`src/mldr_pkg.sv`:
```
`default_nettype none
package mldr_pkg;

    localparam int FRAC_BITS   = 4;
    localparam int SCREEN      = 1024;
    localparam int COORD_W     = 14;
    localparam int CUR_W       = 11;
    localparam int ZW          = 16;
    localparam int NUM_W       = 34;
    localparam int DEN_W       = 30;
    localparam int SUM_W       = ZW + DEN_W + 1;
    localparam int DIV_STEPS   = ZW;
    localparam int DIV_CNT_W   = $clog2(DIV_STEPS);
    localparam logic KIND_LOAD = 1'b0;
    localparam logic KIND_STEP = 1'b1;

    // One pixel job handed from the stepping front to the depth back end.
    typedef struct packed {
        logic                    no_pixel;
        logic                    last_pixel;
        logic                    in_bounds;
        logic [CUR_W-2:0]        px;
        logic [CUR_W-1:0]        py;
        logic signed [NUM_W-1:0] num;
        logic [DEN_W-1:0]        den;
        logic [ZW-1:0]           za;
        logic [ZW-1:0]           zb;
    } t_entry;

    typedef enum logic [1:0] {F_IDLE, F_PROD, F_PUSH} t_fstate;
    typedef enum logic [2:0] {B_IDLE, B_MUL, B_SUM, B_DIV, B_OUT} t_bstate;

endpackage
`default_nettype wire

```
`src/mldr_fifo.sv`:
```
`default_nettype none
module mldr_fifo (
    input  wire logic             i_clk,
    input  wire logic             i_rst_n,
    input  wire logic             i_push,
    input  wire mldr_pkg::t_entry i_data,
    output logic                  o_full,
    input  wire logic             i_pop,
    output logic                  o_empty,
    output mldr_pkg::t_entry      o_data
);
    mldr_pkg::t_entry r_mem [2];
    logic             r_wr;
    logic             r_rd;
    logic [1:0]       r_count;

    assign o_full  = (r_count == 2'd2);
    assign o_empty = (r_count == 2'd0);
    assign o_data  = r_mem[r_rd];

    // Two-entry queue; pointers toggle on each transfer.
    always_ff @(posedge i_clk) begin
        if (!i_rst_n) begin
            r_wr    <= 1'b0;
            r_rd    <= 1'b0;
            r_count <= 2'd0;
        end else begin
            if (i_push) begin
                r_wr <= ~r_wr;
            end
            if (i_pop) begin
                r_rd <= ~r_rd;
            end
            if (i_push && !i_pop) begin
                r_count <= r_count + 2'd1;
            end else if (i_pop && !i_push) begin
                r_count <= r_count - 2'd1;
            end
        end
    end

    always_ff @(posedge i_clk) begin
        if (i_push) begin
            r_mem[r_wr] <= i_data;
        end
    end
endmodule
`default_nettype wire

```
`config.mk`:
```
export PLATFORM = sky130hd
export DESIGN_NAME = mldr_fifo
export DESIGN_NICKNAME = d
export VERILOG_FILES = /design/src/mldr_pkg.sv /design/src/mldr_fifo.sv
export SDC_FILE = /design/constraint.sdc
export NUM_CORES = 1
export LEC_CHECK = 0
export BUFFER_PORTS_ARGS = -buffer_cell sky130_fd_sc_hd__buf_4
export CAP_MARGIN = 20
export CORE_AREA = 2 2 163 117
export DETAILED_ROUTE_END_ITERATION = 8
export DIE_AREA = 0 0 165 119
export GPL_TIMING_DRIVEN = 0
export PLACE_DENSITY = 0.76
export SYNTH_ARGS = -nofsm -noshare
export SYNTH_HDL_FRONTEND = slang
export SYNTH_SLANG_ARGS = --single-unit
```
`constraint.sdc`:
```
create_clock -name i_clk -period 15.68 [get_ports i_clk]
set_input_delay 0 -clock i_clk [delete_from_list [all_inputs] [get_ports i_clk]]
set_output_delay 0 -clock i_clk [all_outputs]
set_load 0.005 [all_outputs]
```
Yosys cells after proc, flatten, opt, wreduce, memory -nomap -nowiden
Memories as Yosys holds them, arrays and structs flattened. A register that Yosys moved wholly into a read port is not among the register bits.
Index checks and enable logic that the tools add are counted.
{"block": "word_totals", "ff_bits": 4, "ram_bits": 240, "in_bits": 124, "out_inout_bits": 122, "elab_cells": 21, "mem_count": 1}
{"name": "r_mem", "depth": 2, "word_bits": 120, "rd": 1, "rd_clocked_by_memory_dff": 1, "write_ports": 1, "line_no": "mldr_fifo.sv:12", "text": "mldr_pkg::t_entry r_mem [2];"}
{"block": "classes", "add_sub_neg": 2, "n_eq_ne": 1, "muxes": 6, "bitwise": 2, "reduce_logical": 6}
{"cell": "two-way mux 1 bit", "n": 4}
{"cell": "two-way mux 2 bit", "n": 2}
{"cell": "adder 2 x 1 -> 2 bit, second input constant", "n": 1}
{"cell": "equality test 2 bit, second input constant", "n": 1}
{"cell": "logical AND 1 bit", "n": 2}
{"cell": "logical NOT 1 bit", "n": 2}
{"cell": "logical NOT 2 bit", "n": 1}
{"cell": "NOT 1 bit", "n": 2}
{"cell": "nonzero test 2 bit", "n": 1}
{"cell": "subtractor 2 x 1 -> 2 bit, second input constant", "n": 1}

Logic depth before layout (Yosys ltp)
{"block": "logic_depth", "word_depth": 4, "mapped_depth": 5, "ltp_nobuf": 5}

Worst setup path before layout
OpenSTA, ideal clock, no wires.
{"block": "synth_timing", "path_type": "register to register", "start": "register r_wr", "end": "memory r_mem[0][0] (netlist bit), enable pin", "setup_time_ns": 0.615, "arrival_ns": 5.617, "required_time_ns": 15.065, "slack_ns": 9.448, "path_stages_with_launch": 2, "synth_period_minus_slack_ns": 6.232, "cell_sequence": "dfxtp_1 > nor2b_1"}
{"item": "from (decl)", "line_no": "mldr_fifo.sv:13", "text": "logic r_wr;"}
{"item": "from (signal assigned)", "line_no": "mldr_fifo.sv:29", "text": "r_wr <= ~r_wr;"}
{"item": "to (decl)", "line_no": "mldr_fifo.sv:12"}
No word-level cell before the write port.

Worst setup path after layout
{"block": "layout_timing", "start": "register r_wr", "end": "memory r_mem[0][42] (netlist bit), enable pin"}
No word-level cell before the write port.

==> run summary <==
Routability-driven placement finished with a final weighted congestion of 0.758. For this configuration, the core starts out at a cell density of 48.6%. Input and output buffers added on the ports amount to 245. The leftover overflow at the end of global routing was 0. The average wire per standard cell works out to 18.7 µm. Across the run, the number of max-cap violations was 0. In this run switching power makes up 21.2% of total power. The path category of the worst min-delay check is in2reg. Of the total power, registers draw 51.0%. The portion of the clock cycle consumed by the worst path in the final layout was 12.2%.

CTS placed an instance of clkbuf_16 at the clock tree root. After detailed routing, the number of remaining DRC violations is 0. The run gives 15870 ps as the required time of the worst setup path. The synthesis-to-layout area growth is 47.2%. The endpoint class of the critical path was a flop. The die covers 19600 µm². The analysis attributes to net switching a power of 0.000318 W.

The first-iteration detailed-routing DRC count is 305. The repair_antennas step left the layout with diodes totalling 0. Adding up every negative setup slack in the final design gives 0 ps.

The synthesized design contains 245 register bits. In this run the static leakage power is 4.98 nW. Hold is met by 223 ps. The worst setup path is launched from a flop.

For the worst setup path, the data arrival time is 2100 ps. The post-CTS clock slew at the launch and capture registers of the worst setup and hold paths is 60 ps, and the number of CTS-inserted buffers is 24. For this run, the detailed router's first-pass iteration total came to 4.

The cell area that synthesis handed to floorplanning was 8910 µm². The fraction of the yosys area taken by sequential cells came out at 82.0%. For the level count of the clock H-tree, the log shows 1. IR analysis of the VDD net gives a maximum drop of 0.0867 mV. The overall routing resource usage is 19.4%. The final max-slew violation count was 0. The maximum net fanout on the critical path is 34. In the final design database the tool counted 918 nets. In the synthesized netlist, the number of instances is 395.

Dividing total power by cell area gives a power density of 114 nW/µm². The power share of the combinational group is 13.1%, and the number of clock sinks is 245. After legalization and detailed placement, the total HPWL measured 11.5 mm.

The logs give 19.6 mm for the sum of routed wire length over all layers and 246 for the top-level port count. Dividing the detail-routed via count by the number of cells gives 4.85. The clock network accounts for 35.9% of the total power. The achievable clock frequency came out at 0.522 GHz.

TritonCTS built the clock tree. The clock skew is 15.1 ps, and the total number of yosys warnings is 0. The tools report the headroom to the max-slew limit as 44.9%. For the total setup violations reported at the end of the flow, the log shows 0.

In this run the remaining antenna-violating nets after routing total 0. The synthesized netlist contains 17 unique library cells. Internal power comes to 0.00118 W. The run gives 29.3 mm as the first-pass GRT wire length. The number of buffers between clock root and the deepest sink was 3; the die boundary height was 119 µm.

The clock reaches the later pin of the worst-skew pair after 510 ps. After clock tree synthesis, the repair step resized 0 gates. The worst path needs 1910 ps of the cycle, external delays included. The final count of hold timing violations was 0. The measured slew at the worst slew-check pin was 825 ps; the number of global-route vias before repair was 5520. The most frequent standard cell in the layout excluding fill and tap cells was buf_4.

Measured along the x axis, the die boundary spans 165 µm. The completed layout was analyzed and its total power is 0.00150 W. Averaged over all synthesized cells, the footprint is 22.6 µm². The run gives 18300 µm² as the core region area. Setup repair after global routing left no endpoint under its margin. The floorplan row count came out at 42.

In the layout the commonest cells are buf_4, edfxtp_1, dlygate4sd3_1. The run finished with clean final reports. Counting every net in the synthesized netlist gives 520.

The run gives 0 as the initial antenna violation count. Of the cells placed in the final design, the portion with a size suffix greater than 1 is 52.2%. Summing over every cut layer, the via total after detailed routing is 5099. For the largest net degree at the start of global routing, the log shows 69. Start-to-end type of the worst setup path: reg2reg.
-- critical path, cell delays in order (launching register included) --
cell and delay [ps]:
dfxtp_1 350, nor2b_4 660, buf_12 310, buf_12 240
-- routing by layer --
layer	wire length, µm	part of all wire [%]	vias up	global-route usage (%)
li1	-	-	2363	-
met1	7910	40	2487	23.7
met2	9670	49	213	34.0
met3	1580	8.1	36	5.47
met4	475	2.4	0	5.11
met5	0	0	-	0
-- power by group through the flow --
stage,sequential [W],combinational (W),clock (W)
2_1_floorplan,0.000781,0.0000727,0
3_3_place_gp,0.000784,0.000162,0
3_5_place_dp,0.000779,0.000169,0
4_1_cts,0.000765,0.000197,0.000548
5_1_grt,0.000768,0.000211,0.000574
6_report,0.000765,0.000197,0.000539
-- cell type report --
cell class                      count  area (µm²)
Sequential cell                   245        7310
Fill cell                        1094        5220
Timing Repair Buffer              372        3160
Multi-Input combinational cell    136        1480
Clock buffer                       28         637
Tap cell                          242         303
Buffer                             13         134
Clock inverter                     15         100
Inverter                            1        3.75
-- cell usage after synthesis --
cell type  count  area share (%)
edfxtp_1     240              81
mux2_2       120              15
buf_6         11             1.4
dfxtp_1        5             1.1
and2_1         4            0.28
buf_2          2            0.11
nor2b_1        2            0.14
xor2_1         2            0.20
a21boi_1       1           0.084
and2b_2        1           0.098
ha_1           1            0.14
inv_1          1           0.042
nor2_1         1           0.042
o21a_1         1           0.084
o21ai_0        1           0.056
or3_1          1           0.070
xnor2_1        1           0.098
-- flip-flops by register name (all words and copies together), names as in the netlist, named ones only --
name     flops
r_mem      240
r_count      2
r_rd         1
r_wr         1
-- stage by stage --
stage,util (%),instance area (µm²),setup slack (ps),instances
finish,71.5,13100,13770,1052
global route,71.5,13100,13660,1052
CTS,71.5,13100,13740,1052
detailed placement,60.8,11200,13760,886
global placement,60.3,11100,7000,882
floorplan,-,8910,9450,395
-- logic make-up after synthesis --
group                    Yosys count  share of synthesized area [%]
AND/OR/NAND/NOR                    9                          0.632
multiplexers                     120                           15.2
adder cells (fa/ha/maj)            1                          0.140
XOR/XNOR                           3                          0.295
flip-flops                       245                           82.0
buffers and inverters             14                           1.54
AO/OA/AOI/OAI                      3                          0.225
-- what timing repair did --
item | CTS | global route
hold buffers | 123 | 0
endpoints found under the hold margin | 245 | 0
setup buffers | 0 | 0
-- path summary, 6_finish.rpt --
kind                                  from            to  slack (ps)  depth (start not counted)
worst max-delay path                  r_wr  r_mem[0][42]       13770                          3
worst min-delay path             i_data[8]   r_mem[0][8]         220                          2
worst min register to register  r_count[1]    r_count[1]         500                          2
worst max register to register        r_wr  r_mem[0][42]       13770                          3
Power figures use the tool's default switching activity.
