`src/mldr_pkg.sv`:
```
`default_nettype none
package mldr_pkg;

    localparam int FRAC_BITS   = 4;
    localparam int SCREEN      = 1024;
    localparam int COORD_W     = 14;
    localparam int CUR_W       = 11;
    localparam int ZW          = 16;
    localparam int NUM_W       = 34;
    localparam int DEN_W       = 30;
    localparam int SUM_W       = ZW + DEN_W + 1;
    localparam int DIV_STEPS   = ZW;
    localparam int DIV_CNT_W   = $clog2(DIV_STEPS);
    localparam logic KIND_LOAD = 1'b0;
    localparam logic KIND_STEP = 1'b1;

    // One pixel job handed from the stepping front to the depth back end.
    typedef struct packed {
        logic                    no_pixel;
        logic                    last_pixel;
        logic                    in_bounds;
        logic [CUR_W-2:0]        px;
        logic [CUR_W-1:0]        py;
        logic signed [NUM_W-1:0] num;
        logic [DEN_W-1:0]        den;
        logic [ZW-1:0]           za;
        logic [ZW-1:0]           zb;
    } t_entry;

    typedef enum logic [1:0] {F_IDLE, F_PROD, F_PUSH} t_fstate;
    typedef enum logic [2:0] {B_IDLE, B_MUL, B_SUM, B_DIV, B_OUT} t_bstate;

endpackage
`default_nettype wire

```
`src/mldr_back.sv`:
```
`default_nettype none
module mldr_back (
    input  wire logic                        i_clk,
    input  wire logic                        i_rst_n,
    input  wire logic                        i_empty,
    input  wire mldr_pkg::t_entry            i_entry,
    output logic                             o_pop,
    output logic                             o_valid,
    input  wire logic                        i_ready,
    output logic [mldr_pkg::CUR_W-2:0]       o_pixel_x,
    output logic [mldr_pkg::CUR_W-1:0]       o_pixel_y,
    output logic [mldr_pkg::ZW-1:0]          o_depth,
    output logic                             o_in_bounds,
    output logic                             o_last_pixel,
    output logic                             o_no_pixel
);
    localparam int DW = mldr_pkg::DEN_W;
    localparam int ZW = mldr_pkg::ZW;
    localparam int SW = mldr_pkg::SUM_W;

    mldr_pkg::t_bstate r_state, n_state;
    logic [DW-1:0]  r_n, r_d;
    logic [ZW-1:0]  r_za, r_zb;
    logic [SW-1:0]  r_m1, r_m2;
    logic [DW:0]    r_rem;
    logic [ZW-1:0]  r_low;
    logic [ZW-1:0]  r_q;
    logic [mldr_pkg::DIV_CNT_W-1:0] r_cnt;

    logic [DW-1:0]  clamp_n;
    logic           direct;
    logic [SW-1:0]  sum;
    logic [DW+1:0]  trial;
    logic           fits;

    // Clamp the projection parameter to 0..1.
    always_comb begin
        if (i_entry.num < 0) begin
            clamp_n = '0;
        end else if (i_entry.num > $signed({{(mldr_pkg::NUM_W-DW){1'b0}}, i_entry.den})) begin
            clamp_n = i_entry.den;
        end else begin
            clamp_n = i_entry.num[DW-1:0];
        end
    end

    assign direct = i_entry.no_pixel || (i_entry.den == '0);
    assign sum    = r_m1 + r_m2 + {{(SW-DW+1){1'b0}}, r_d[DW-1:1]};
    assign trial  = {r_rem, r_low[ZW-1]};
    assign fits   = (trial >= {2'b0, r_d});

    always_comb begin
        n_state = r_state;
        o_pop   = 1'b0;
        o_valid = (r_state == mldr_pkg::B_OUT);
        unique case (r_state)
            mldr_pkg::B_IDLE: begin
                if (!i_empty) begin
                    o_pop   = 1'b1;
                    n_state = direct ? mldr_pkg::B_OUT : mldr_pkg::B_MUL;
                end
            end
            mldr_pkg::B_MUL: n_state = mldr_pkg::B_SUM;
            mldr_pkg::B_SUM: n_state = mldr_pkg::B_DIV;
            mldr_pkg::B_DIV: begin
                if (r_cnt == mldr_pkg::DIV_CNT_W'(mldr_pkg::DIV_STEPS - 1)) begin
                    n_state = mldr_pkg::B_OUT;
                end
            end
            mldr_pkg::B_OUT: begin
                if (i_ready) begin
                    n_state = mldr_pkg::B_IDLE;
                end
            end
            default: n_state = mldr_pkg::B_IDLE;
        endcase
    end

    always_ff @(posedge i_clk) begin
        if (!i_rst_n) begin
            r_state <= mldr_pkg::B_IDLE;
        end else begin
            r_state <= n_state;
        end
    end

    // Datapath: blend products, then a restoring divide, one quotient bit a cycle.
    always_ff @(posedge i_clk) begin
        if (o_pop) begin
            r_n          <= clamp_n;
            r_d          <= i_entry.den;
            r_za         <= i_entry.za;
            r_zb         <= i_entry.zb;
            o_pixel_x    <= i_entry.px;
            o_pixel_y    <= i_entry.py;
            o_in_bounds  <= i_entry.in_bounds;
            o_last_pixel <= i_entry.last_pixel;
            o_no_pixel   <= i_entry.no_pixel;
            o_depth      <= i_entry.za;
        end
        if (r_state == mldr_pkg::B_MUL) begin
            r_m1 <= SW'(r_za * (r_d - r_n));
            r_m2 <= SW'(r_zb * r_n);
        end
        if (r_state == mldr_pkg::B_SUM) begin
            r_rem <= sum[SW-1:ZW];
            r_low <= sum[ZW-1:0];
            r_cnt <= '0;
        end
        if (r_state == mldr_pkg::B_DIV) begin
            r_rem <= fits ? (DW+1)'(trial - {2'b0, r_d}) : trial[DW:0];
            r_low <= {r_low[ZW-2:0], 1'b0};
            r_q   <= {r_q[ZW-2:0], fits};
            r_cnt <= r_cnt + 1'b1;
            if (n_state == mldr_pkg::B_OUT) begin
                o_depth <= {r_q[ZW-2:0], fits};
            end
        end
    end
endmodule
`default_nettype wire

```
`config.mk`:
```
export PLATFORM = sky130hd
export DESIGN_NAME = mldr_back
export DESIGN_NICKNAME = d
export VERILOG_FILES = /design/src/mldr_pkg.sv /design/src/mldr_back.sv
export SDC_FILE = /design/constraint.sdc
export NUM_CORES = 2
export LEC_CHECK = 0
export BUFFER_PORTS_ARGS = -buffer_cell sky130_fd_sc_hd__buf_2
export CORE_UTILIZATION = 45
export DETAILED_ROUTE_END_ITERATION = 16
export PLACE_DENSITY = 0.64
export SLEW_MARGIN = 20
export SYNTH_ARGS = -nofsm -noshare
export SYNTH_HDL_FRONTEND = slang
export SYNTH_SLANG_ARGS = --single-unit
```
`constraint.sdc`:
```
create_clock -name i_clk -period 11.9 [get_ports i_clk]
set_input_delay 1.19 -clock i_clk [delete_from_list [all_inputs] [get_ports i_clk]]
set_output_delay 1.19 -clock i_clk [all_outputs]
set_load 0.01 [all_outputs]
```
Yosys cells after proc, flatten, opt, wreduce, memory -nomap -nowiden --
Cells that the tools add are included.
Storage, ports and cells: register bits after elaboration 294, input bits 124, output and inout port bits 42, logic and storage cells 56
Cells by class: $add $sub $neg 5, $mul 2, magnitude comparators 3, eq/ne operators 6, muxes and demuxes 18, reduce and logical (&&, ||, !) cells 4
Operators with widths (number):
- $mux W31 | 3
- $mux W16 | 5
- $add A47 B29 Y47 | 1
- $add A47 B46 Y47 | 1
- $mul A17 B31 Y47 | 1
- $mul A16 B30 Y46 | 1
- $gt A34 B31 Y1 | 1
- $lt A34 B1 Y1 const B | 1
- $ge A32 B30 Y1 | 1
- $sub A30 B30 Y31 | 1
- $sub A31 B30 Y31 | 1
- $logic_not A30 Y1 | 1
- $mux W30 | 1
- $pmux W3 S5 | 1
- $mux W3 | 4
- $mux W4 | 2
- $eq A3 B2 Y1 const B | 2
- $eq A3 B3 Y1 const B | 2
- $add A4 B1 Y4 const B | 1
- $eq A4 B4 Y1 const B | 1
- $eq A3 B1 Y1 const B | 1
- $logic_not A3 Y1 | 1
- $mux W1 | 2
- $reduce_bool A2 Y1 | 1
- $logic_or A1 B1 Y1 | 1

Longest topological paths before layout --
word-level depth 8, depth in mapped cells 38, depth with buffers taken out 36

Worst setup path after synthesis --
Ideal clock, no wire load.
path kind reg2reg, start register r_n[13], end register r_m1[44], data pin, setup time 0.274 ns, arrival 8.484 ns, setup slack 3.142 ns, stages on the path, launching flop included 34, clock period less this slack 8.758 ns, cells stage by stage edfxtp_1 clkbuf_1 clkbuf_1 inv_1 ha_1 a21o_1 a211oi_2 and3b_1 a21oi_1 or4_1 and3_1 nand2b_4 a41o_1 buf_2 o311a_1 fa_1 fa_1 fa_1 inv_1 fa_1 fa_1 inv_1 fa_1 inv_1 ha_1 clkbuf_1 a21o_1 o311a_1 or3_1 a31oi_1 o21ai_0 a31oi_1 o41ai_1 xor2_1
On the way: cells in the longest elaborated chain, start to end 2
RTL lines:
- start: declaration | line mldr_back.sv:22 | logic [DW-1:0] r_n, r_d;
- start signal: assignment | line mldr_back.sv:90 | r_n <= clamp_n;
- $sub A30 B30 Y31 | line mldr_back.sv:102 | r_m1 <= SW'(r_za * (r_d - r_n));
- $mul A17 B31 Y47 | line mldr_back.sv:102
- end signal: assignment | line mldr_back.sv:102
- end: declaration | line mldr_back.sv:24 | logic [SW-1:0] r_m1, r_m2;
No other way between the ends. A chain may end at the register's enable or synchronous reset.

Final worst setup path --
start register r_n[2], end register r_m1[45], data pin
Same word-level chain as after synthesis.

==> out/qor.txt <==
run status = finished clean
routed len/inst = 19.7 um
most used cell, CP = fa_1
CP endpoint kind = flop
post-cts repair resize count = 0
fraction of layout cells with a size suffix above 1 = 6.46%
Clock Latency Late Sink = 610 ps
clock tree sinks = 294
TNS Setup = 0 ps
sequential area share after synthesis = 17.2%
CTS tree = built
drt first pass iters = 5
total CTS buffers = 37
FMAX = 0.0943 GHz
top-count cell post-synth = inv_1
asr flop ratio synth = 0%
worst slew pin tran = 1130 ps
vias in the first global route = 38900
worst r2r src = r_n[2]
Post-Synthesis Cell Area = 50200 um^2
Mean Syn Cell Area = 9.36 um^2
routed wire length = 136 mm
Initial Util = 45.4%
ANT nets after route = 0
worst min-delay path startpoint = r_q[11]
Setup Crit Path Kind = reg2reg
Ports = 166
share of the synthesized area in the top cell type = 35.6%
total gr overflow = 0
Layout fillers = 10500
Area Growth Syn to Fin = 7.38%
postcts setup bufs = 0
period utilization = 89.2%
Synth area leaders = fa_1, edfxtp_1, ha_1
first-pass GRT wire length = 217 mm
Setup crit start = r_n[2]
Post-synth EDFFs = 274
vias per inst = 5.38
Worst-path clk slew = 60 ps
Min-Delay Path Class = reg2reg
max incr delay on CP = 880 ps
Vias = 37300
critical path launch point type = flop
PortBufs = 165
Arr. time, crit path = 10940 ps
Core ar. = 111000 um^2
register bit count reported by yosys = 294
clock skew = 36.1 ps
final period demand of the worst path = 10610 ps
Final Hold Fails = 0
top post-synthesis cells by count = inv_1, fa_1, nand2_1, ha_1, and2_1
final setup fails = 0
fin. max-slew vios = 0
RSZ-0062 raised after global routing = no
initial antenna violation count = 2
hold buffers post-CTS = 0
Synth Flop Type = edfxtp_1
Req. time, crit path = 12230 ps
row cnt = 122
diode count = 0
Slew headroom = 23.8%
pin count of the biggest net entering global routing = 78
syn nets = 6762
Max-Cap Viols = 0
Mapped Cells = 5363
GPL Wtd Cong = 0.934
chip width = 336 um
fin nets = 6801
die area = 113000 um^2
DIE HEIGHT = 336 um
Critical Path Fanout Max = 33
slowest stage cell, crit path = nor3_2
DR DRC count = 0
clk root buf = clkbuf_16
H-tree Lvls = 2
Tot GR Track Use = 25.0%
initial DRC count = 2779
Clock Tree Buf Depth = 3
Unique masters post-synth = 88
Ys Warns = 0
DP Wirelength = 107 mm
Synth area leader = fa_1
[flip-flops by register name, indices dropped and copies added, names as in the netlist]
| register | flops |
|---|---|
| r_n | 30 |
| r_q | 15 |
| r_low | 16 |
| r_m2 | 46 |
| o_pixel_x | 10 |
| r_zb | 16 |
| o_last_pixel | 1 |
| o_depth | 16 |
| r_cnt | 4 |
| r_m1 | 47 |
| r_rem | 31 |
| r_za | 16 |
| o_in_bounds | 1 |
| r_state | 3 |
| o_no_pixel | 1 |
| o_pixel_y | 11 |
| r_d | 30 |
[worst paths after layout]
kind	cells past startpoint	endpoint	slack, ps
setup reg to reg	32	r_m1[45]	1290
setup / recovery	32	r_m1[45]	1290
hold / removal	0	r_q[12]	450
hold reg to reg	0	r_q[12]	450
[critical path, delay by kind of cell, from the launching register on]
kind | cells | cell delay [ps]
flops | 1 | 730
xor+xnor | 1 | 170
simple gates | 10 | 2730
fa+ha+maj | 8 | 3470
buf+inv | 6 | 570
compound gates | 7 | 2690
[placed cells by master, fill, tap and decap left out, types with 33 or more instances in the layout]
| cell | n |
|---|---|
| nand2_1 | 748 |
| nor2_1 | 160 |
| clkbuf_16 | 37 |
| nor3_1 | 33 |
| mux2i_1 | 54 |
| edfxtp_1 | 274 |
| a21o_1 | 88 |
| xor2_1 | 60 |
| buf_2 | 165 |
| o21ai_0 | 134 |
| nor2b_1 | 77 |
| a211oi_1 | 35 |
| and2_1 | 346 |
| nand2b_1 | 35 |
| buf_4 | 71 |
| inv_1 | 1066 |
| nand3_1 | 54 |
| ha_1 | 383 |
| fa_1 | 892 |
| a21oi_1 | 239 |
| xnor2_1 | 111 |
[layout make-up]
type	count	area (um^2)	share of cell area, %
clock buffer	44	982	1.82
timing repair buffer	237	1380	2.56
sequential	294	8630	16.0
tap	1488	1860	3.45
multi-input combinational	3761	36800	68.2
inverter	1071	4020	7.46
clock inverter	24	253	0.469
[metrics by stage]
stage / instance area (um^2) / hold slack, ps / util [%] / setup slack (ps) / cells
after floorplan: 50200 / 418 / - / 3140 / 5363
after global placement: 52700 / 435 / 47.6 / 1630 / 6850
after detailed placement: 52700 / 436 / 47.6 / 1490 / 6850
after CTS: 53900 / 455 / 48.7 / 1460 / 6918
after global routing: 53900 / 459 / 48.7 / 975 / 6919
final: 53900 / 450 / 48.7 / 1290 / 6919
[logic make-up (layout without fill, tap and decap cells)]
kind of cell	after synthesis	after routing	share of synthesized area, %
xor gates and xnor gates	182	182	3.18
adders and majority gates	1275	1275	45.1
AOI/OAI and AO/OA	702	702	8.98
and+or+nand+nor	1547	1547	14.6
buffers and inverters	1308	1376	9.81
DFF	294	294	17.2
muxes	55	55	1.10
[metal layers]
| layer | vias to the layer above | wire (um) | GRT usage (%) |
|---|---|---|---|
| met2 | 1340 | 63600 | 41.0 |
| met4 | 2 | 5850 | 9.72 |
| met5 | - | 14 | 0 |
| met3 | 265 | 9160 | 3.74 |
| li1 | 16900 | - | - |
| met1 | 18800 | 57400 | 33.3 |
Power is not shown: default switching activity piles up to over one toggle a cycle in this logic, so the estimate is an artifact.
