File: src/mldr_pkg.sv
`default_nettype none
package mldr_pkg;

    localparam int FRAC_BITS   = 4;
    localparam int SCREEN      = 1024;
    localparam int COORD_W     = 14;
    localparam int CUR_W       = 11;
    localparam int ZW          = 16;
    localparam int NUM_W       = 34;
    localparam int DEN_W       = 30;
    localparam int SUM_W       = ZW + DEN_W + 1;
    localparam int DIV_STEPS   = ZW;
    localparam int DIV_CNT_W   = $clog2(DIV_STEPS);
    localparam logic KIND_LOAD = 1'b0;
    localparam logic KIND_STEP = 1'b1;

    // One pixel job handed from the stepping front to the depth back end.
    typedef struct packed {
        logic                    no_pixel;
        logic                    last_pixel;
        logic                    in_bounds;
        logic [CUR_W-2:0]        px;
        logic [CUR_W-1:0]        py;
        logic signed [NUM_W-1:0] num;
        logic [DEN_W-1:0]        den;
        logic [ZW-1:0]           za;
        logic [ZW-1:0]           zb;
    } t_entry;

    typedef enum logic [1:0] {F_IDLE, F_PROD, F_PUSH} t_fstate;
    typedef enum logic [2:0] {B_IDLE, B_MUL, B_SUM, B_DIV, B_OUT} t_bstate;

endpackage
`default_nettype wire

File: src/mldr_front.sv
`default_nettype none
module mldr_front (
    input  wire logic                         i_clk,
    input  wire logic                         i_rst_n,
    input  wire logic                         i_valid,
    output logic                              o_ready,
    input  wire logic                         i_kind,
    input  wire logic [mldr_pkg::COORD_W-1:0] i_start_x,
    input  wire logic [mldr_pkg::COORD_W-1:0] i_start_y,
    input  wire logic [mldr_pkg::COORD_W-1:0] i_end_x,
    input  wire logic [mldr_pkg::COORD_W-1:0] i_end_y,
    input  wire logic [mldr_pkg::ZW-1:0]      i_start_inv_depth,
    input  wire logic [mldr_pkg::ZW-1:0]      i_end_inv_depth,
    output logic                              o_push,
    output mldr_pkg::t_entry                  o_entry,
    input  wire logic                         i_full
);
    localparam int CW = mldr_pkg::COORD_W;
    localparam int UW = mldr_pkg::CUR_W;
    localparam int F  = mldr_pkg::FRAC_BITS;

    mldr_pkg::t_fstate r_state, n_state;
    logic [UW-1:0]   r_cur_x, r_cur_y;
    logic [31:0]     r_dec;
    logic [CW-1:0]   r_sx, r_sy, r_ex, r_ey;
    logic [mldr_pkg::ZW-1:0] r_za, r_zb;
    logic [UW-2:0]   r_px;
    logic [UW-1:0]   r_py;
    logic [UW-1:0]   r_pxf;
    logic            r_nopix, r_last, r_inb;
    logic signed [33:0] r_p1, r_p2;
    logic [27:0]     r_q1, r_q2;

    logic signed [CW:0] a, b, la, lb, vx, vy;
    logic signed [5:0]  xo;
    logic signed [6:0]  yo;
    logic signed [CW+1:0] ab;
    logic signed [18:0] rx, ry;
    logic               done, dec_pos, step;
    logic [UW-1:0]      ny, nx;
    logic [31:0]        ndec;
    logic [31:0]        ldec;
    logic signed [22:0] lsum;

    assign a  = $signed({1'b0, r_ey}) - $signed({1'b0, r_sy});
    assign b  = $signed({1'b0, r_sx}) - $signed({1'b0, r_ex});
    assign ab = $signed({a[CW], a}) + $signed({b[CW], b});
    assign vx = -b;
    assign vy = a;
    assign done    = ({r_cur_x, {F{1'b0}}} >= {{(UW+F-CW){1'b0}}, r_ex});
    assign dec_pos = (r_dec != 32'd0) && !r_dec[31];
    assign step    = i_valid && o_ready && (i_kind == mldr_pkg::KIND_STEP);

    // Load: initial decision from the subpixel offsets of the first endpoint.
    assign la   = $signed({1'b0, i_end_y}) - $signed({1'b0, i_start_y});
    assign lb   = $signed({1'b0, i_start_x}) - $signed({1'b0, i_end_x});
    assign xo   = 6'sd16 - $signed({1'b0, i_start_x[F-1:0], 1'b0});
    assign yo   = 7'sd32 - $signed({2'b0, i_start_y[F-1:0], 1'b0});
    assign lsum = 23'(la * xo) + 23'(lb * yo);
    assign ldec = 32'(lsum);

    // Advance: midpoint step; the increments are signed and sign-extended.
    always_comb begin
        if (dec_pos) begin
            ndec = r_dec + 32'($signed({ab, 5'b0}));
            ny   = r_cur_y + 1'b1;
        end else begin
            ndec = r_dec + 32'($signed({a, 5'b0}));
            ny   = r_cur_y;
        end
        nx = r_cur_x + 1'b1;
    end

    // Pixel centre relative to the start, in half-subpixel units.
    assign rx = $signed({3'b0, r_pxf, 5'b0}) + 19'sd16 - $signed({4'b0, r_sx, 1'b0});
    assign ry = $signed({3'b0, r_py, 5'b0}) + 19'sd16 - $signed({4'b0, r_sy, 1'b0});

    always_comb begin
        n_state = r_state;
        o_ready = (r_state == mldr_pkg::F_IDLE);
        o_push  = 1'b0;
        unique case (r_state)
            mldr_pkg::F_IDLE: begin
                if (step) begin
                    n_state = done ? mldr_pkg::F_PUSH : mldr_pkg::F_PROD;
                end
            end
            mldr_pkg::F_PROD: n_state = mldr_pkg::F_PUSH;
            mldr_pkg::F_PUSH: begin
                if (!i_full) begin
                    o_push  = 1'b1;
                    n_state = mldr_pkg::F_IDLE;
                end
            end
            default: n_state = mldr_pkg::F_IDLE;
        endcase
    end

    always_comb begin
        o_entry            = '0;
        o_entry.no_pixel   = r_nopix;
        if (!r_nopix) begin
            o_entry.last_pixel = r_last;
            o_entry.in_bounds  = r_inb;
            o_entry.px         = r_px;
            o_entry.py         = r_py;
            o_entry.num        = r_p1 + r_p2;
            o_entry.den        = {({1'b0, r_q1} + {1'b0, r_q2}), 1'b0};
            o_entry.za         = r_za;
            o_entry.zb         = r_zb;
        end
    end

    always_ff @(posedge i_clk) begin
        if (!i_rst_n) begin
            r_state <= mldr_pkg::F_IDLE;
            r_cur_x <= '0;
            r_cur_y <= '0;
            r_dec   <= '0;
            r_sx    <= '0;
            r_sy    <= '0;
            r_ex    <= '0;
            r_ey    <= '0;
            r_za    <= '0;
            r_zb    <= '0;
        end else begin
            r_state <= n_state;
            if (i_valid && o_ready && i_kind == mldr_pkg::KIND_LOAD) begin
                r_sx    <= i_start_x;
                r_sy    <= i_start_y;
                r_ex    <= i_end_x;
                r_ey    <= i_end_y;
                r_za    <= i_start_inv_depth;
                r_zb    <= i_end_inv_depth;
                r_cur_x <= {{(UW-(CW-F)){1'b0}}, i_start_x[CW-1:F]};
                r_cur_y <= {{(UW-(CW-F)){1'b0}}, i_start_y[CW-1:F]};
                r_dec   <= ldec;
            end else if (step && !done) begin
                r_dec   <= ndec;
                r_cur_y <= ny;
                r_cur_x <= nx;
            end
        end
    end

    // Pixel job fields and the dot-product terms.
    always_ff @(posedge i_clk) begin
        if (step) begin
            r_nopix <= done;
            r_px    <= r_cur_x[UW-2:0];
            r_pxf   <= r_cur_x;
            r_py    <= ny;
            r_inb   <= !r_cur_x[UW-1] && !ny[UW-1];
            r_last  <= ({nx, {F{1'b0}}} >= {{(UW+F-CW){1'b0}}, r_ex});
        end
        if (r_state == mldr_pkg::F_PROD) begin
            r_p1 <= 34'(rx * vx);
            r_p2 <= 34'(ry * vy);
            r_q1 <= 28'(vx * vx);
            r_q2 <= 28'(vy * vy);
        end
    end
endmodule
`default_nettype wire

File: config.mk
export PLATFORM = sky130hd
export DESIGN_NAME = mldr_front
export DESIGN_NICKNAME = d
export VERILOG_FILES = /design/src/mldr_pkg.sv /design/src/mldr_front.sv
export SDC_FILE = /design/constraint.sdc
export NUM_CORES = 2
export LEC_CHECK = 0
export BUFFER_PORTS_ARGS = -buffer_cell sky130_fd_sc_hd__buf_4
export CORE_UTILIZATION = 40
export DETAILED_ROUTE_END_ITERATION = 8
export GPL_ROUTABILITY_DRIVEN = 0
export HOLD_SLACK_MARGIN = 0.06
export PLACE_DENSITY = 0.61
export SYNTH_ARGS = -nofsm -noshare
export SYNTH_HDL_FRONTEND = slang
export SYNTH_SLANG_ARGS = --single-unit
export TNS_END_PERCENT = 100
File: constraint.sdc
create_clock -name i_clk -period 13.12 [get_ports i_clk]
set_input_delay 1.312 -clock i_clk [delete_from_list [all_inputs] [get_ports i_clk]]
set_output_delay 1.312 -clock i_clk [all_outputs]
set_load 0.01 [all_outputs]
Yosys cells after proc, flatten, opt, wreduce, memory -nomap -nowiden
Index checks and enable logic that the tools add are counted.
{"block": "word_totals", "register_bits": 303, "output_inout_bits": 122}
{"block": "op_classes", "add_sub_neg": 19, "mul": 6, "n_lt_le_gt_ge": 2, "eq_ne": 4, "n_mux": 15, "bitwise_logic": 2, "n_reduce_logical": 15}
{"operator": "$mux W119", "n": 1}
{"operator": "$mux W32", "n": 3}
{"operator": "$mul A18 B15 Y33", "n": 2}
{"operator": "$add A32 B32 Y32", "n": 2}
{"operator": "$sub A14 B14 Y15", "n": 4}
{"operator": "$mul A15 B15 Y28", "n": 2}
{"operator": "$mux W10", "n": 4}
{"operator": "$sub A17 B15 Y18", "n": 2}
{"operator": "$add A16 B5 Y17 const B", "n": 2}
{"operator": "$add A34 B34 Y34", "n": 1}
{"operator": "$reduce_bool A32 Y1", "n": 1}
{"operator": "$ge A15 B14 Y1", "n": 2}
{"operator": "$add A28 B28 Y29", "n": 1}
{"operator": "$add A21 B22 Y23", "n": 1}
{"operator": "$add A11 B1 Y11 const B", "n": 2}
{"operator": "$mul A15 B7 Y22", "n": 1}
{"operator": "$mul A15 B6 Y21", "n": 1}
{"operator": "$add A15 B15 Y16", "n": 1}
{"operator": "$neg A15 Y15", "n": 1}
{"operator": "$mux W11", "n": 1}
{"operator": "$sub A6 B5 Y7 const A", "n": 1}
{"operator": "$logic_and A1 B1 Y1", "n": 6}
{"operator": "$mux W2", "n": 3}
{"operator": "$pmux W2 S3", "n": 1}
{"operator": "12 further kinds", "n": 17}

Depth between registers and ports, before layout
{"block": "logic_depth", "ltp_word": 6, "depth_mapped": 40}

Worst setup path before layout
No wires, ideal clock.
{"block": "synth_timing", "path_type": "reg-to-reg", "from": "register r_sx[0]", "to": "register r_p1[32] (data pin)", "setup_ps": 266, "arrival_ps": 8889, "t_required_ps": 12854, "path_slack_ps": 3965, "path_stages_with_launch": 37, "path_buffers": 2, "period_less_slack_ps": 9155, "cell_sequence": "dfxtp_1 > clkbuf_1 > clkinv_1 > ha_1 > inv_1 > fa_1 > a211oi_1 > o21bai_1 > a21oi_1 > xnor2_1 > or3_1 > or4_4 > nor3_2 > nor3b_2 > xnor2_1 > clkinv_2 > buf_6 > nor2_1 > fa_1 > inv_1 > fa_1 > inv_1 > fa_1 > fa_1 > fa_1 > fa_1 > ha_1 > and3_1 > nand4_1 > and3_1 > o211a_1 > nor3_1 > a211oi_1 > nand2b_1 > a22oi_1 > mux2i_1 > nand4_1"}
{"block": "synth_via", "elab_chain_len": 3, "elab_cells_between_ends": 4, "cone_classes": "add/sub: 3; mul: 1"}
{"item": "start, declared", "line_no": "mldr_front.sv:25", "rtl": "logic [CW-1:0] r_sx, r_sy, r_ex, r_ey;"}
{"item": "start signal, assigned", "line_no": "mldr_front.sv:129", "rtl": "r_sx <= i_start_x;"}
{"item": "$sub A14 B14 Y15", "line_no": "mldr_front.sv:46", "rtl": "assign b = $signed({1'b0, r_sx}) - $signed({1'b0, r_ex});"}
{"item": "$neg A15 Y15", "line_no": "mldr_front.sv:48", "rtl": "assign vx = -b;"}
{"item": "$mul A18 B15 Y33 *", "line_no": "mldr_front.sv:157", "rtl": "r_p1 <= 34'(rx * vx);"}
{"item": "end signal, assigned", "line_no": "mldr_front.sv:157"}
{"item": "end, declared", "line_no": "mldr_front.sv:31", "rtl": "logic signed [33:0] r_p1, r_p2;"}
Mark *: on every way between the ends. The rest lies on a longest branch, timed or not.
A chain may end at the register's enable or synchronous reset.

Final worst setup path
Same ends and word-level chain as after synthesis.

==> results.py <==
metrics = {
    "layout": {
        "fillCellCount": 13973,
        "fin_nets": 8293,
        "area_delta_synth_final_pct": 9.35,
        "final_layout_size_suffix_gt1_share_pct": 6.55,
    },
    "setup_path": {
        "worstRegToRegCells": 34,
        "ff2ff_setup_slack_ps": 2260,
        "arrival_ps": 11190,
        "endpoint_kind": "flip-flop",
        "worstPathMaxFanout": 16,
        "required_ps": 13450,
        "crit_type": "flip-flop to flip-flop",
        "cp_top_family": "adder cells",
        "crit_buf_inv": 5,
        "r2r-end": "r_p1[32]",
        "crit_top_cell": "fa_1",
        "cp_slowest_cell": "xnor2_2",
        "crit_path_max_incr_delay_ps": 770,
        "critPathLaunchType": "flip-flop",
        "r2r-start": "r_sx[0]",
    },
    "sta": {
        "whs_ps": 451,
        "max_freq_ghz": 0.0921,
        "worst_slack_ps": 2260,
        "finalCriticalPeriod_ps": 10860,
        "fin_tns_setup_ps": 0,
        "rsz0062_at_grt": "no",
        "finalHoldViolCount": 0,
        "slew-limit-headroom_pct": 11.1,
        "setup_viol": 0,
        "worstMarginPinSlew_ps": 1330,
        "maxSlewViolCount": 0,
        "fin_skew_ps": 34.7,
        "min_period_over_period_pct": 82.7,
    },
    "synth": {
        "synthTopCellsByCount": "inv_1 (1273), fa_1 (1012), nand2_1 (830)",
        "syn_inst": 6420,
        "yosysWarnings": 0,
        "synth_edf_count": 143,
        "ys_top_cells_by_area": "fa_1 (35%), ha_1 (14%), inv_1 (8.4%)",
        "synth_seq_cells": 286,
        "seq_area_frac_synth_pct": 12.5,
        "syn-cell-area_um2": 57100,
        "yosysTopAreaCellShare_pct": 35.5,
        "synth.distinct_cells": 78,
        "ys.flop_type": "edfxtp_1",
        "syn-mean-instance-area_um2": 8.90,
        "synth_most_common_cell": "inv_1",
        "synthArstFlopShare_pct": 0,
        "synth.largest_area_cell": "fa_1",
    },
    "clock_network": {
        "cts_tree": "built",
        "ctsHoldBuffers": 0,
        "cts-resized-gates": 0,
        "clock_path_buffers": 3,
        "post_cts_buffers": 0,
        "clk_pin_slew_ps": 60,
        "clkSinkCount": 286,
        "cts_buffers": 37,
        "cts_htree_levels": 2,
        "insertion_delay_ps": 600,
        "root_buffer": "clkbuf_16",
    },
    "place": {
        "dp_hpwl_um": 135000,
        "place_ws_ps": 2460,
        "numPortBuffers": 212,
    },
    "route": {
        "drt_iter0_drc": 2789,
        "dr.pass1.iters": 5,
        "ant_nets": 0,
        "routedWlPerCell_um": 19.6,
        "drc_errors": 0,
        "routed_wl_um": 167000,
        "routed-via-count": 43810,
        "vias_per_cell": 5.16,
    },
    "outcome": {
        "status": "finished clean",
    },
    "global_route": {
        "grt_usage_pct": 23.3,
        "grt_max_degree": 92,
        "grt_pass1_wl_um": 263000,
        "grt_pass1_vias": 45905,
        "antenna_found_initial": 11,
        "grt_overflow_total": 0,
    },
    "die": {
        "fp.dieH_um": 380,
        "start_util_pct": 40.3,
        "die_x_um": 380,
        "io_pins": 215,
        "rows": 138,
        "die_area_um2": 144000,
        "coreArea_um2": 142000,
    },
    "flow_run": {
        "cap_viol_max_count": 0,
    },
    "min_path": {
        "hold_path_end": "r_zb[10]",
        "hp-class": "flip-flop to flip-flop",
        "whs_path_depth": 2,
        "hp-start": "r_zb[10]",
    },
}
-- placed cells by master, fill, tap and decap left out, types with 119 or more instances in the layout --
cell type / Yosys / routed
a21oi_1: 294 / 294
buf_4: 3 / 297
dfxtp_1: 143 / 143
edfxtp_1: 143 / 143
fa_1: 1012 / 1012
ha_1: 622 / 622
inv_1: 1273 / 1271
nand2_1: 830 / 830
nor2_1: 547 / 545
nor2b_1: 120 / 119
o21ai_0: 130 / 129
xnor2_1: 251 / 238
-- layer usage --
metal | part of all wire [%] | global-route usage, % | up-vias
met3 | 7.7 | 4.68 | 284
met1 | 43 | 30.8 | 21784
met5 | 0.034 | 0 | -
li1 | - | - | 20279
met2 | 46 | 38.5 | 1455
met4 | 3.4 | 7.04 | 8
-- stage by stage --
step	utilization (%)	std cells	area, um^2
after detailed placement	43.2	8417	61200
after floorplan	-	6422	57100
after global routing	44.1	8483	62500
final	44.1	8485	62500
after global placement	43.2	8417	61200
after CTS	44.1	8483	62500
-- state kept, by name, indices dropped and copies added (netlist names), 16 cells and up --
| signal | cells |
|---|---|
| r_dec | 31 |
| r_p1 | 32 |
| r_p2 | 32 |
| r_q1 | 27 |
| r_q2 | 27 |
| r_za | 16 |
| r_zb | 16 |
-- worst max-delay path by stage --
stage,startpoint,end,slack (ps),cells past startpoint
2_1_floorplan,r_sx[0],r_p1[32],3960,36
3_3_place_gp,r_sx[0],r_p1[32],2660,34
3_5_place_dp,r_sx[0],r_p1[32],2460,34
4_1_cts,r_sx[0],r_p1[32],2410,34
5_1_grt,r_sx[0],r_p1[32],1640,34
6_report,r_sx[0],r_p1[32],2260,34
-- cells by family after synthesis --
group / count (synthesis) / synth area share, %
AO/OA/AOI/OAI: 792 / 8.75
buffers and inverters: 1478 / 9.77
flip-flops: 286 / 12.5
adder cells (fa/ha/maj): 1634 / 49.1
XOR/XNOR: 360 / 5.53
other: 1 / 0.00656
AND/OR/NAND/NOR: 1863 / 14.2
multiplexers: 6 / 0.105
-- worst register-to-register path, delay by kind of cell (launching register included) --
kind | cells | cell delay [ps]
compound gates | 7 | 1680
xor+xnor | 2 | 1080
fa+ha+maj | 9 | 3900
buf+inv | 5 | 800
flops | 1 | 450
mux | 1 | 280
simple gates | 10 | 2410
-- final cells by class --
| class | instances | area, um^2 | area share, % |
|---|---|---|---|
| diodes | 2 | 5.00 | 0.00801 |
| clock buffers | 43 | 980 | 1.57 |
| clock inverters | 23 | 279 | 0.447 |
| inverters | 1286 | 4830 | 7.73 |
| multi-input cells | 4658 | 44600 | 71.4 |
| flip-flops and latches | 286 | 7160 | 11.5 |
| well taps | 1890 | 2360 | 3.79 |
| repair buffers | 297 | 2230 | 3.57 |
Power is not shown: default switching activity piles up to over one toggle a cycle in this logic, so the estimate is an artifact.
